==> src/rtl/core/ipv4rx_pkg.sv <==
// Shared types, register indexes and constants for the IPv4 receive header checker.
`timescale 1ns / 1ps

package ipv4rx_pkg;

  // Number of local address registers that are built.
  localparam int unsigned NumLocalAddrsDefault = 4;

  // Configuration port geometry.
  localparam int unsigned CfgIdxW  = 4;
  localparam int unsigned CfgDataW = 32;

  // Register indexes on the configuration port.
  localparam logic [CfgIdxW-1:0] RegLocalAddr0   = 4'd0;
  localparam logic [CfgIdxW-1:0] RegAddrCount    = 4'd4;
  localparam logic [CfgIdxW-1:0] RegPromiscuous  = 4'd5;
  localparam logic [CfgIdxW-1:0] RegAnyProtocol  = 4'd6;
  localparam logic [CfgIdxW-1:0] RegWantedProto  = 4'd7;

  // Header layout and limits.
  localparam logic [15:0] MinHeaderBytes = 16'd20;
  localparam logic [15:0] CountMax       = 16'hFFFF;
  localparam logic [15:0] PosIhl         = 16'd0;
  localparam logic [15:0] PosLenHigh     = 16'd2;
  localparam logic [15:0] PosLenLow      = 16'd3;
  localparam logic [15:0] PosProto       = 16'd9;
  localparam logic [15:0] PosDstFirst    = 16'd16;
  localparam logic [15:0] PosDstLast     = 16'd19;
  localparam logic [15:0] SumGood        = 16'hFFFF;
  localparam logic [7:0]  IhlMask        = 8'h0F;

  // Result status codes.
  typedef enum logic [1:0] {
    StOk       = 2'd0,
    StTruncHdr = 2'd1,
    StTruncPkt = 2'd2,
    StCsumErr  = 2'd3
  } status_e;

  // Per-packet state after the current byte is folded in.
  typedef struct packed {
    logic [15:0] byte_count;
    logic [15:0] sum_acc;
    logic [3:0]  ihl_field;
    logic [15:0] length_field;
    logic [7:0]  proto_field;
    logic [31:0] dst_field;
  } pkt_state_t;

  // Filter settings from the configuration registers.
  typedef struct packed {
    logic [2:0] addr_count;
    logic       promiscuous;
    logic       any_protocol;
    logic [7:0] wanted_protocol;
  } filter_cfg_t;

  // One result transaction.
  typedef struct packed {
    status_e     status;
    logic [5:0]  header_length;
    logic [15:0] total_length;
    logic [7:0]  protocol_number;
    logic        dst_local;
    logic [1:0]  match_index;
    logic        deliver;
  } result_t;

  // Ones-complement 16-bit add with end-around carry.
  function automatic logic [15:0] oc_add(logic [15:0] a, logic [15:0] b);
    logic [16:0] s;
    s = {1'b0, a} + {1'b0, b};
    return s[15:0] + {15'd0, s[16]};
  endfunction

endpackage

==> src/rtl/core/ipv4rx_hdr_track.sv <==
// Per-packet byte counter, field capture and running header checksum.
`timescale 1ns / 1ps

module ipv4rx_hdr_track import ipv4rx_pkg::*; (
  input  logic       clk_i,
  input  logic       rst_ni,
  input  logic       adv_i,
  input  logic [7:0] data_byte_i,
  input  logic       last_byte_i,
  output pkt_state_t upd_o
);

  pkt_state_t  state_q, state_d;
  logic [7:0]  hold_q, hold_d;
  pkt_state_t  upd;
  logic [15:0] pos;
  logic [15:0] hlen;
  logic        counted;

  // Fold the current byte into the packet state.
  always_comb begin
    upd     = state_q;
    hold_d  = hold_q;
    pos     = state_q.byte_count;
    counted = (pos != CountMax);
    hlen    = 16'd0;
    if (counted) begin
      if (pos == PosIhl) begin
        upd.ihl_field = data_byte_i[3:0] & IhlMask[3:0];
      end else if (pos == PosLenHigh) begin
        upd.length_field = {data_byte_i, state_q.length_field[7:0]};
      end else if (pos == PosLenLow) begin
        upd.length_field = {state_q.length_field[15:8], data_byte_i};
      end else if (pos == PosProto) begin
        upd.proto_field = data_byte_i;
      end else if (pos >= PosDstFirst && pos <= PosDstLast) begin
        upd.dst_field = {state_q.dst_field[23:0], data_byte_i};
      end
      hlen = {10'd0, upd.ihl_field, 2'b00};
      // Header bytes pair up into big-endian 16-bit words.
      if (pos < hlen) begin
        if (!pos[0]) begin
          hold_d = data_byte_i;
        end else begin
          upd.sum_acc = oc_add(state_q.sum_acc, {hold_q, data_byte_i});
        end
      end
      upd.byte_count = pos + 16'd1;
    end
  end

  // The last byte of a packet clears everything for the next one.
  always_comb begin
    state_d = state_q;
    if (adv_i) begin
      state_d = last_byte_i ? '0 : upd;
    end
  end

  always_ff @(posedge clk_i or negedge rst_ni) begin
    if (!rst_ni) begin
      state_q <= '0;
      hold_q  <= '0;
    end else begin
      state_q <= state_d;
      if (adv_i) begin
        hold_q <= last_byte_i ? 8'd0 : hold_d;
      end
    end
  end

  assign upd_o = upd;

endmodule

==> config.mk <==
export PLATFORM = sky130hd
export DESIGN_NAME = ipv4rx_hdr_track
export DESIGN_NICKNAME = d
export VERILOG_FILES = /design/src/rtl/core/ipv4rx_pkg.sv /design/src/rtl/core/ipv4rx_hdr_track.sv
export SDC_FILE = /design/constraint.sdc
export NUM_CORES = 1
export LEC_CHECK = 0
export BUFFER_PORTS_ARGS = -buffer_cell sky130_fd_sc_hd__clkbuf_2
export CAP_MARGIN = 0
export CORE_ASPECT_RATIO = 1.25
export CORE_UTILIZATION = 35
export DETAILED_ROUTE_END_ITERATION = 16
export MAX_ROUTING_LAYER = met4
export PLACE_DENSITY = 0.5
export SLEW_MARGIN = 20
export SYNTH_ARGS = -nofsm -noshare
export SYNTH_HDL_FRONTEND = slang
export SYNTH_SLANG_ARGS = --single-unit
==> constraint.sdc <==
create_clock -name clk_i -period 9.75 [get_ports clk_i]
set_clock_uncertainty 0.15 [all_clocks]
set_input_delay 0.4875 -clock clk_i [delete_from_list [all_inputs] [get_ports clk_i]]
set_output_delay 0.4875 -clock clk_i [all_outputs]
set_load 0.01 [all_outputs]
==> flow_summary.ini, run 1 <==
[final_layout]
design_area_um2 = 7770
syn_to_final_growth_pct = 14.2
final_nets = 776
antennaDiodeCount = 0
drive_above_1_share = 0.280
postLayoutCoreUtil = 0.411

[cts]
cts_setup_buffers = 0
cts_tree = built
path_clk_slew_ns = 0.08
htreeDepth = 3
clock_sinks = 100
cts_buffers = 9
cts_buffer_depth = 2
cts_resized = 0
clkLatencyLatePin_ns = 0.36
postCtsHoldBufs = 0
cts_root_buf = clkbuf_16

[routing]
drt_iter0_drc = 299
dr.pass1.iters = 5
drc_errors = 0
wl_per_cell_um = 19.9
drtAntennaViolNets = 0
num_vias = 5724
viasPerCell = 5.87
drt_wl_total_mm = 19.4

[global_route]
grt_pass1_vias = 5688
antenna_found_initial = 0
overflow = 0
grtUsageTotal = 0.209
grt_max_degree = 75
grt_pass1_wl_mm = 31.4

[sta]
final_max_slew_viol_count = 0
layout_min_cycle_time_ns = 5.34
report.final.hold_viol_count = 0
rsz0062_at_grt = false
hold_slack_ns = 0.0263
fin_tns_setup_ns = 0
setup_viol = 0
post-route-period-util = 0.547
max_freq_mhz = 187
worstMarginPinSlew_ns = 0.879
slew_headroom = 0.414

[synthesis]
ys_seq_area_frac = 0.368
ys_ff_latch = 100
synth_top_area_frac = 0.368
synth-async-reset-ratio = 1.00
dominantRegCellSynth = dfrtp_1
synthTopCellsByArea = dfrtp_1 37%, a22o_1 9.4%, mux2_2 7.6%
yosysTopAreaCell = dfrtp_1
synth_cell_types = 76
synth_edf_count = 0
synth_fp_nets = 701
syn_area_um2 = 6810
synth_cells = 663
ys_warn_count = 0
avgSynthCellArea_um2 = 10.3

[die]
ios = 104
rows = 56
die_w_um = 127
core_area_um2 = 18900
die_h_um = 158
initial_core_util = 0.360
dieArea_um2 = 20000

[min_path]
worstHoldPathType = in2async

[placed_design]
place_area_um2 = 7470
place.port_buffers = 103
dp_hpwl_mm = 13.9
gp_congestion = 0.820

[power_and_ir_drop]
total_power_mw = 1.58
switching_share = 0.415
combPwrFrac = 0.436
pwr-share-seq = 0.332
p_leak_nw = 3.64
switching_power_mw = 0.655
p_clk_frac = 0.231
p_per_area_nw_per_um2 = 203
intPower_mw = 0.925
peakVddDrop_uv = 104

[critical_path]
cp_cell_sequence = ha_1 > fa_1 > a211oi_2 > o211ai_2 > a221oi_2 > o21ai_0 > a21oi_1 > o21bai_1 > ha_1 > ha_1 > inv_1 > nor3b_1 > mux2i_1 > nor4_1 > and3_1 > a211oi_1 > xor2_1 > o21ai_0 > clkbuf_2
cp_slowest_stage_delay_ns = 0.44
crit_path_end_kind = primary output
crit_arrival_ns = 4.70
critical_path_class = reg2out
path_max_fanout = 4
cpMaxStageDelayCell = fa_1
crit_path_frequent_cell = ha_1
worstPathRequired_ns = 9.11
critPathLaunchType = flop

[job]
drv_cap = 0

[run_status]
status = completed
==> layer usage <==
metal,global-route usage,up-vias,routed length [um]
met1,0.263,2854,8720
met2,0.332,160,9290
met5,-,-,0
met4,0.0748,0,452
met3,0.0429,33,942
li1,-,2677,-
==> area by class of cell <==
class | count | area (um2)
Multi-Input combinational cell | 499 | 4050
Timing Repair Buffer | 108 | 556
Sequential cell | 100 | 2500
Fill cell | 1902 | 11100
Clock inverter | 6 | 56.3
Tap cell | 232 | 290
Inverter | 20 | 75.1
Clock buffer | 10 | 239
==> power by group through the flow <==
stage          Combinational (mW)  Sequential [mW]  Clock, mW
6_report                    0.689            0.525      0.366
5_1_grt                     0.761            0.534      0.392
4_1_cts                     0.696            0.524      0.378
3_5_place_dp                0.694            0.532          0
3_3_place_gp                0.685            0.531          0
2_1_floorplan               0.509            0.500          0
==> synthesized netlist by cell type, drive strengths merged, types with 4 or more instances <==
| library cell | instances |
|---|---|
| and2 | 4 |
| nor4 | 9 |
| and3 | 6 |
| o2bb2ai | 20 |
| a21o | 5 |
| mux2 | 61 |
| o211ai | 5 |
| mux2i | 16 |
| clkbuf | 26 |
| buf | 18 |
| nand2b | 4 |
| nor3 | 19 |
| xnor2 | 20 |
| and4 | 4 |
| dfrtp | 100 |
| xor2 | 11 |
| nand3 | 18 |
| inv | 20 |
| nand2 | 35 |
| nand4 | 10 |
| a22oi | 9 |
| nor2b | 6 |
| a21oi | 22 |
| o21ai | 25 |
| nor2 | 36 |
| a22o | 73 |
| o31ai | 5 |
| a211oi | 6 |
| nor3b | 5 |
| a31oi | 5 |
| ha | 25 |
==> kinds of logic after synthesis <==
| logic type | share of synthesized area |
|---|---|
| AO/OA/AOI/OAI | 0.231 |
| AND/OR/NAND/NOR | 0.150 |
| flip-flops | 0.368 |
| multiplexers | 0.124 |
| buffers and inverters | 0.0382 |
| XOR/XNOR | 0.0399 |
| adder cells (fa/ha/maj) | 0.0489 |
==> placed cells by master, fill, tap and decap left out, drive strengths merged, types with 3 or more instances in the layout <==
master / instances
xnor2: 20
dfrtp: 100
o211ai: 5
mux2i: 16
a31oi: 5
and4: 4
clkbuf: 112
and3: 6
buf: 6
nor3b: 5
a22o: 73
or3: 3
a22oi: 9
xor2: 11
ha: 25
nand2: 35
o2bb2ai: 20
a21oi: 22
nand2b: 4
nor2b: 6
nand3: 18
nor3: 19
a211oi: 6
o21ai: 25
and2: 4
nor2: 36
a21o: 5
o31ai: 5
nand4: 10
mux2: 61
inv: 23
nor4: 9
==> final timing paths <==
check / from / endpoint / slack [ns] / cells past startpoint
worst max-delay path: state_q[60] / upd_o[70] / 4.41 / 19
worst min-delay path: rst_ni / state_q[29] / 0.03 / 1
worst max register to register: state_q[60] / state_q[70] / 5.25 / 18
worst min register to register: state_q[58] / state_q[58] / 0.34 / 1
max in group asynchronous: rst_ni / pos[7] / 8.32 / 2
min in group clk_i: state_q[58] / state_q[58] / 0.34 / 1
==> flip-flops by register name, indices dropped and copies added, names as in the netlist <==
signal	cells
state_q	76
pos	16
hold_q	8
==> stage by stage <==
step	std cells	setup slack (ns)
3_5_place_dp	959	4.48
5_1_grt	975	4.10
3_3_place_gp	959	4.55
2_1_floorplan	663	5.25
4_1_cts	975	4.42
6_report	975	4.41
==> worst max-delay path, delay by kind of cell (launching register included) <==
kind / cells / cell delay [ns]
mux: 1 / 0.28
xor+xnor: 1 / 0.26
buf+inv: 2 / 0.26
flops: 1 / 0.40
fa+ha+maj: 4 / 1.04
simple gates: 3 / 0.39
compound gates: 8 / 1.70
Note: power is estimated with default switching activity, not from simulation.
==> inputs of run 2 (changes only) <==
PLACE_DENSITY = 0.51   (was 0.5)
clock period = 4.6 ns   (was 9.75 ns; I/O delays follow)
==> flow_summary.ini, run 2 (synthesis results as in run 1) <==
[run_status]
status = completed

[routing]
drt_wl_total_mm = 19.7
drc_errors = 0
viasPerCell = 5.73
dr.pass1.iters = 4
wl_per_cell_um = 19.6
drt_iter0_drc = 342
num_vias = 5768
drtAntennaViolNets = 0

[cts]
cts_tree = built
cts_buffer_depth = 2
path_clk_slew_ns = 0.08
cts_root_buf = clkbuf_16
cts_buffers = 9
htreeDepth = 3
clkLatencyLatePin_ns = 0.35
clock_sinks = 100

[global_route]
overflow = 0
grt_pass1_wl_mm = 31.4
grt_max_degree = 76
grtUsageTotal = 0.206
grt_pass1_vias = 5743
antenna_found_initial = 0

[power_and_ir_drop]
total_power_mw = 3.49
p_per_area_nw_per_um2 = 427
p_leak_nw = 3.80
peakVddDrop_uv = 202

[min_path]
worstHoldPathCells = 2
min-delay-start = adv_i
worstHoldPathType = in2reg
hold_end = pos[2]

[final_layout]
syn_to_final_growth_pct = 19.9
antennaDiodeCount = 0
final_nets = 807
largest_reg_flops = 76
design_area_um2 = 8160
drive_above_1_share = 0.333
regMostFlops = state_q
final_cell_mix = 101 x clkbuf_2, 100 x dfrtp_1, 73 x a22o_1
n_fill_cell = 1881
top_regs = state_q: 76 flops, pos: 16 flops, hold_q: 8 flops
stdcell_count = 1006
layout_commonest_cell = clkbuf_2

[critical_path]
worstPathRequired_ns = 4.22
r2r-end = state_q[70]
cp_cell_sequence = ha_2 > fa_2 > a211oi_4 > o211ai_2 > a221oi_2 > o21ai_1 > a21oi_1 > o21bai_1 > ha_2 > ha_4 > inv_4 > nor3b_2 > mux2i_1 > nor4_2 > and3_1 > a211oi_2 > xor2_1 > o21ai_1 > buf_2
crit_path_end_kind = primary output
critical_path_class = reg2out
ff2ff_path_depth = 19
crit_arrival_ns = 4.14
reg2reg_from = state_q[60]
cp_slowest_stage_delay_ns = 0.39
cpMaxStageDelayCell = dfrtp_1
path_max_fanout = 3
critPathLaunchType = flop
ff2ff_setup_slack_ns = 0.54

[die]
ios = 104
rows = 56
die_w_um = 127
core_area_um2 = 18900
initial_core_util = 0.360
dieArea_um2 = 20000
die_h_um = 158

[sta]
layout_min_cycle_time_ns = 4.52
post-route-period-util = 0.982
worstMarginPinSlew_ns = 0.994
rsz0062_at_grt = true
report.final.hold_viol_count = 0
setup_viol = 0
max_freq_mhz = 221
slew_headroom = 0.336
final_max_slew_viol_count = 0

[placed_design]
placedCellCount = 976
dp_hpwl_mm = 14.0
gp_congestion = 0.908
place_area_um2 = 7600
place.port_buffers = 103

[job]
drv_cap = 0
-- run 2: changes by cell type in the layout (fill, tap and decap cells not counted), moves of 2 or more --
cell     previous run  this run
ha_2                0         4
buf_4               6        35
o21ai_0            16        13
ha_1               25        16
nor3_2              2         4
ha_4                0         5
nor3_1             16        14
o21ai_1             7        10
nor4_1              3         1
-- run 2: timing repair --
item	4_1_cts	5_1_grt
setup buffers	4	8
pin swaps	6	15
hold endpoints to repair	74	0
hold buffers	1	0
gates resized for setup	7	24
endpoints found under the setup margin	4	10
-- run 2: cell type report --
class	instances	area, um2	share of cell area
Tap cell	232	290	0.0356
Clock inverter	6	55.1	0.00675
Inverter	20	77.6	0.00950
Clock buffer	10	239	0.0293
Timing Repair Buffer	139	811	0.0993
Sequential cell	100	2500	0.307
Multi-Input combinational cell	499	4190	0.513
-- run 2: stage by stage --
stage	util	hold slack, ns	setup WS [ns]	setup TNS (ns)
CTS	0.420	0.116	0.00726	0
detailed placement	0.402	0.310	-0.0195	-0.0195
finish	0.431	0.133	0.0810	0
global route	0.431	0.155	-0.110	-0.184
floorplan	-	-0.216	0.483	0
global placement	0.402	0.307	0.0347	0
-- run 2: worst max path at each step --
| stage | start | end | slack [ns] |
|---|---|---|---|
| 2_1_floorplan | state_q[60] | upd_o[70] | 0.48 |
| 3_3_place_gp | data_byte_i[0] | upd_o[70] | 0.03 |
| 3_5_place_dp | state_q[60] | upd_o[70] | -0.02 |
| 4_1_cts | state_q[60] | upd_o[70] | 0.007 |
| 5_1_grt | state_q[60] | upd_o[70] | -0.11 |
| 6_report | state_q[60] | upd_o[70] | 0.08 |
-- run 2: layer usage --
layer	track usage	up-vias	routed length (um)
li1	-	2734	-
met1	0.269	2899	8940
met2	0.331	121	9680
met3	0.0338	14	787
met4	0.0595	0	271
met5	-	-	0
-- run 2: critical path: cells and delay by family (launching register included) --
| kind | cells | cell delay, ns |
|---|---|---|
| AOI/OAI and AO/OA | 8 | 1.44 |
| adders and majority gates | 4 | 0.94 |
| DFF | 1 | 0.39 |
| and+or+nand+nor | 3 | 0.34 |
| muxes | 1 | 0.26 |
| xor gates and xnor gates | 1 | 0.22 |
| buffers and inverters | 2 | 0.21 |
-- run 2: power breakdown --
part	leakage [nW]	switching, mW	total [mW]	internal (mW)
registers	1.38	0.129	1.11	0.985
clock network	0.139	0.377	0.771	0.393
logic	2.28	0.928	1.60	0.675
==> inputs of run 3 (changes only) <==
CAP_MARGIN = default   (was 0)
GPL_TIMING_DRIVEN = 1   (was default)
PLACE_DENSITY = 0.5   (was 0.51)
clock period = 5.4 ns   (was 4.6 ns; I/O delays follow)
==> flow_summary.ini, run 3 (synthesis results as in run 1) <==
[run_status]
status = completed

[sta]
worstMarginPinSlew_ns = 0.801
max_freq_mhz = 199
final_max_slew_viol_count = 0
setup_viol = 0
rsz0062_at_grt = false
post-route-period-util = 0.929
report.final.hold_viol_count = 0
slew_headroom = 0.466
layout_min_cycle_time_ns = 5.02
fin_tns_setup_ns = 0

[cts]
cts_buffer_depth = 2
cts_tree = built
cts_root_buf = clkbuf_16
path_clk_slew_ns = 0.07
clkLatencyLatePin_ns = 0.35
cts_buffers = 9
htreeDepth = 3
clock_sinks = 100

[placed_design]
place_area_um2 = 7490
place.port_buffers = 103
gp_congestion = 0.879
dp_hpwl_mm = 13.8

[power_and_ir_drop]
switching_share = 0.400
switching_power_mw = 1.16
p_per_area_nw_per_um2 = 372
p_clk_frac = 0.250
p_leak_nw = 3.67
combPwrFrac = 0.426
peakVddDrop_uv = 171
intPower_mw = 1.75
pwr-share-seq = 0.324

[routing]
drc_errors = 0
drt_iter0_drc = 342
viasPerCell = 5.77
num_vias = 5644
dr.pass1.iters = 5
wl_per_cell_um = 19.7
drtAntennaViolNets = 0
drt_wl_total_mm = 19.3

[global_route]
antenna_found_initial = 0
overflow = 0
grt_max_degree = 99
grtUsageTotal = 0.205
grt_pass1_vias = 5557
grt_pass1_wl_mm = 31.0

[die]
ios = 104
dieArea_um2 = 20000
initial_core_util = 0.360
die_h_um = 158
rows = 56
core_area_um2 = 18900
die_w_um = 127

[min_path]
worstHoldPathType = in2reg

[critical_path]
critical_path_class = reg2out
cp_slowest_stage_delay_ns = 0.45
path_max_fanout = 4
critPathTopFamily = compound AO/OA/AOI/OAI gates
crit_arrival_ns = 4.60
critPathLaunchType = flop
cp_cell_sequence = ha_1 > fa_1 > a211oi_2 > o211ai_2 > a221oi_2 > o21ai_0 > a21oi_1 > o21bai_1 > ha_1 > ha_1 > inv_1 > nor3b_1 > mux2i_1 > nor4_1 > and3_1 > a211oi_2 > xor2_1 > o21ai_0 > clkbuf_2
crit_path_end_kind = primary output
crit_path_frequent_cell = ha_1
worstPathRequired_ns = 4.98
cpMaxStageDelayCell = fa_1
cp.buffers_inverters = 2

[final_layout]
regMostFlops = state_q
layout_commonest_cell = clkbuf_2
design_area_um2 = 7840
syn_to_final_growth_pct = 15.2
final_nets = 780
largest_reg_flops = 76
top_regs = state_q: 76 flops, pos: 16 flops, hold_q: 8 flops
drive_above_1_share = 0.282
antennaDiodeCount = 0
final_cell_mix = 102 x clkbuf_2, 100 x dfrtp_1, 73 x a22o_1

[job]
drv_cap = 0
-- run 3: power groups by stage --
stage          registers [mW]  logic (mW)  clock network [mW]
3_5_place_dp            0.959        1.24                   0
5_1_grt                 0.961        1.37               0.774
2_1_floorplan           0.903       0.920                   0
4_1_cts                 0.944        1.25               0.747
3_3_place_gp            0.955        1.23                   0
6_report                0.945        1.24               0.727
-- run 3: final timing paths --
kind / from / end / slack (ns) / depth (start not counted)
worst max-delay path: state_q[60] / upd_o[70] / 0.38 / 19
max in group asynchronous: rst_ni / state_q[68] / 3.65 / 3
min in group asynchronous: rst_ni / state_q[34] / 0.38 / 2
worst min register to register: state_q[59] / state_q[59] / 0.35 / 1
worst min-delay path: adv_i / pos[2] / 0.15 / 2
worst max register to register: state_q[60] / state_q[70] / 1.00 / 18
-- run 3: metrics by stage --
stage / cells / total power, mW / utilization / hold WS (ns) / setup slack (ns)
after floorplan: 663 / 1.82 / - / -0.176 / 1.24
after global placement: 961 / 2.19 / 0.396 / 0.239 / 0.675
after detailed placement: 961 / 2.20 / 0.396 / 0.246 / 0.621
after CTS: 978 / 2.94 / 0.414 / 0.148 / 0.229
after global routing: 979 / 3.10 / 0.414 / 0.182 / 0.0452
final: 979 / 2.91 / 0.414 / 0.154 / 0.382
-- run 3: per-layer routing --
metal	global-route usage	wire, um	vias to the layer above
met3	0.0419	1060	24
li1	-	-	2679
met4	0.0720	439	0
met2	0.317	9000	161
met5	-	0	-
met1	0.268	8780	2780
-- run 3: final cells by class --
type | count | area (um2)
repair buffers | 112 | 592
multi-input cells | 499 | 4060
inverters | 20 | 75.1
fillers | 1869 | 11100
clock buffers | 10 | 229
well taps | 232 | 290
clock inverters | 6 | 95.1
flip-flops and latches | 100 | 2500
-- run 3: timing repair --
action,in CTS,in global routing
endpoints found under the setup margin,0,1
gates resized for setup,0,1
hold buffers,1,0
buffers inserted,0,1
endpoints found under the hold margin,57,0
-- run 3: worst reg2reg max path, cell delays in order, from the launching register on --
cell      delay (ns)
dfrtp_1         0.39
ha_1            0.22
fa_1            0.45
a211oi_2        0.33
o211ai_2        0.18
a221oi_2        0.32
o21ai_0         0.19
a21oi_1         0.17
o21bai_1        0.10
ha_1            0.22
ha_1            0.17
inv_1           0.10
nor3b_1         0.06
mux2i_1         0.26
nor4_1          0.11
and3_1          0.21
a211oi_2        0.28
xor2_1          0.13
o41ai_1         0.25
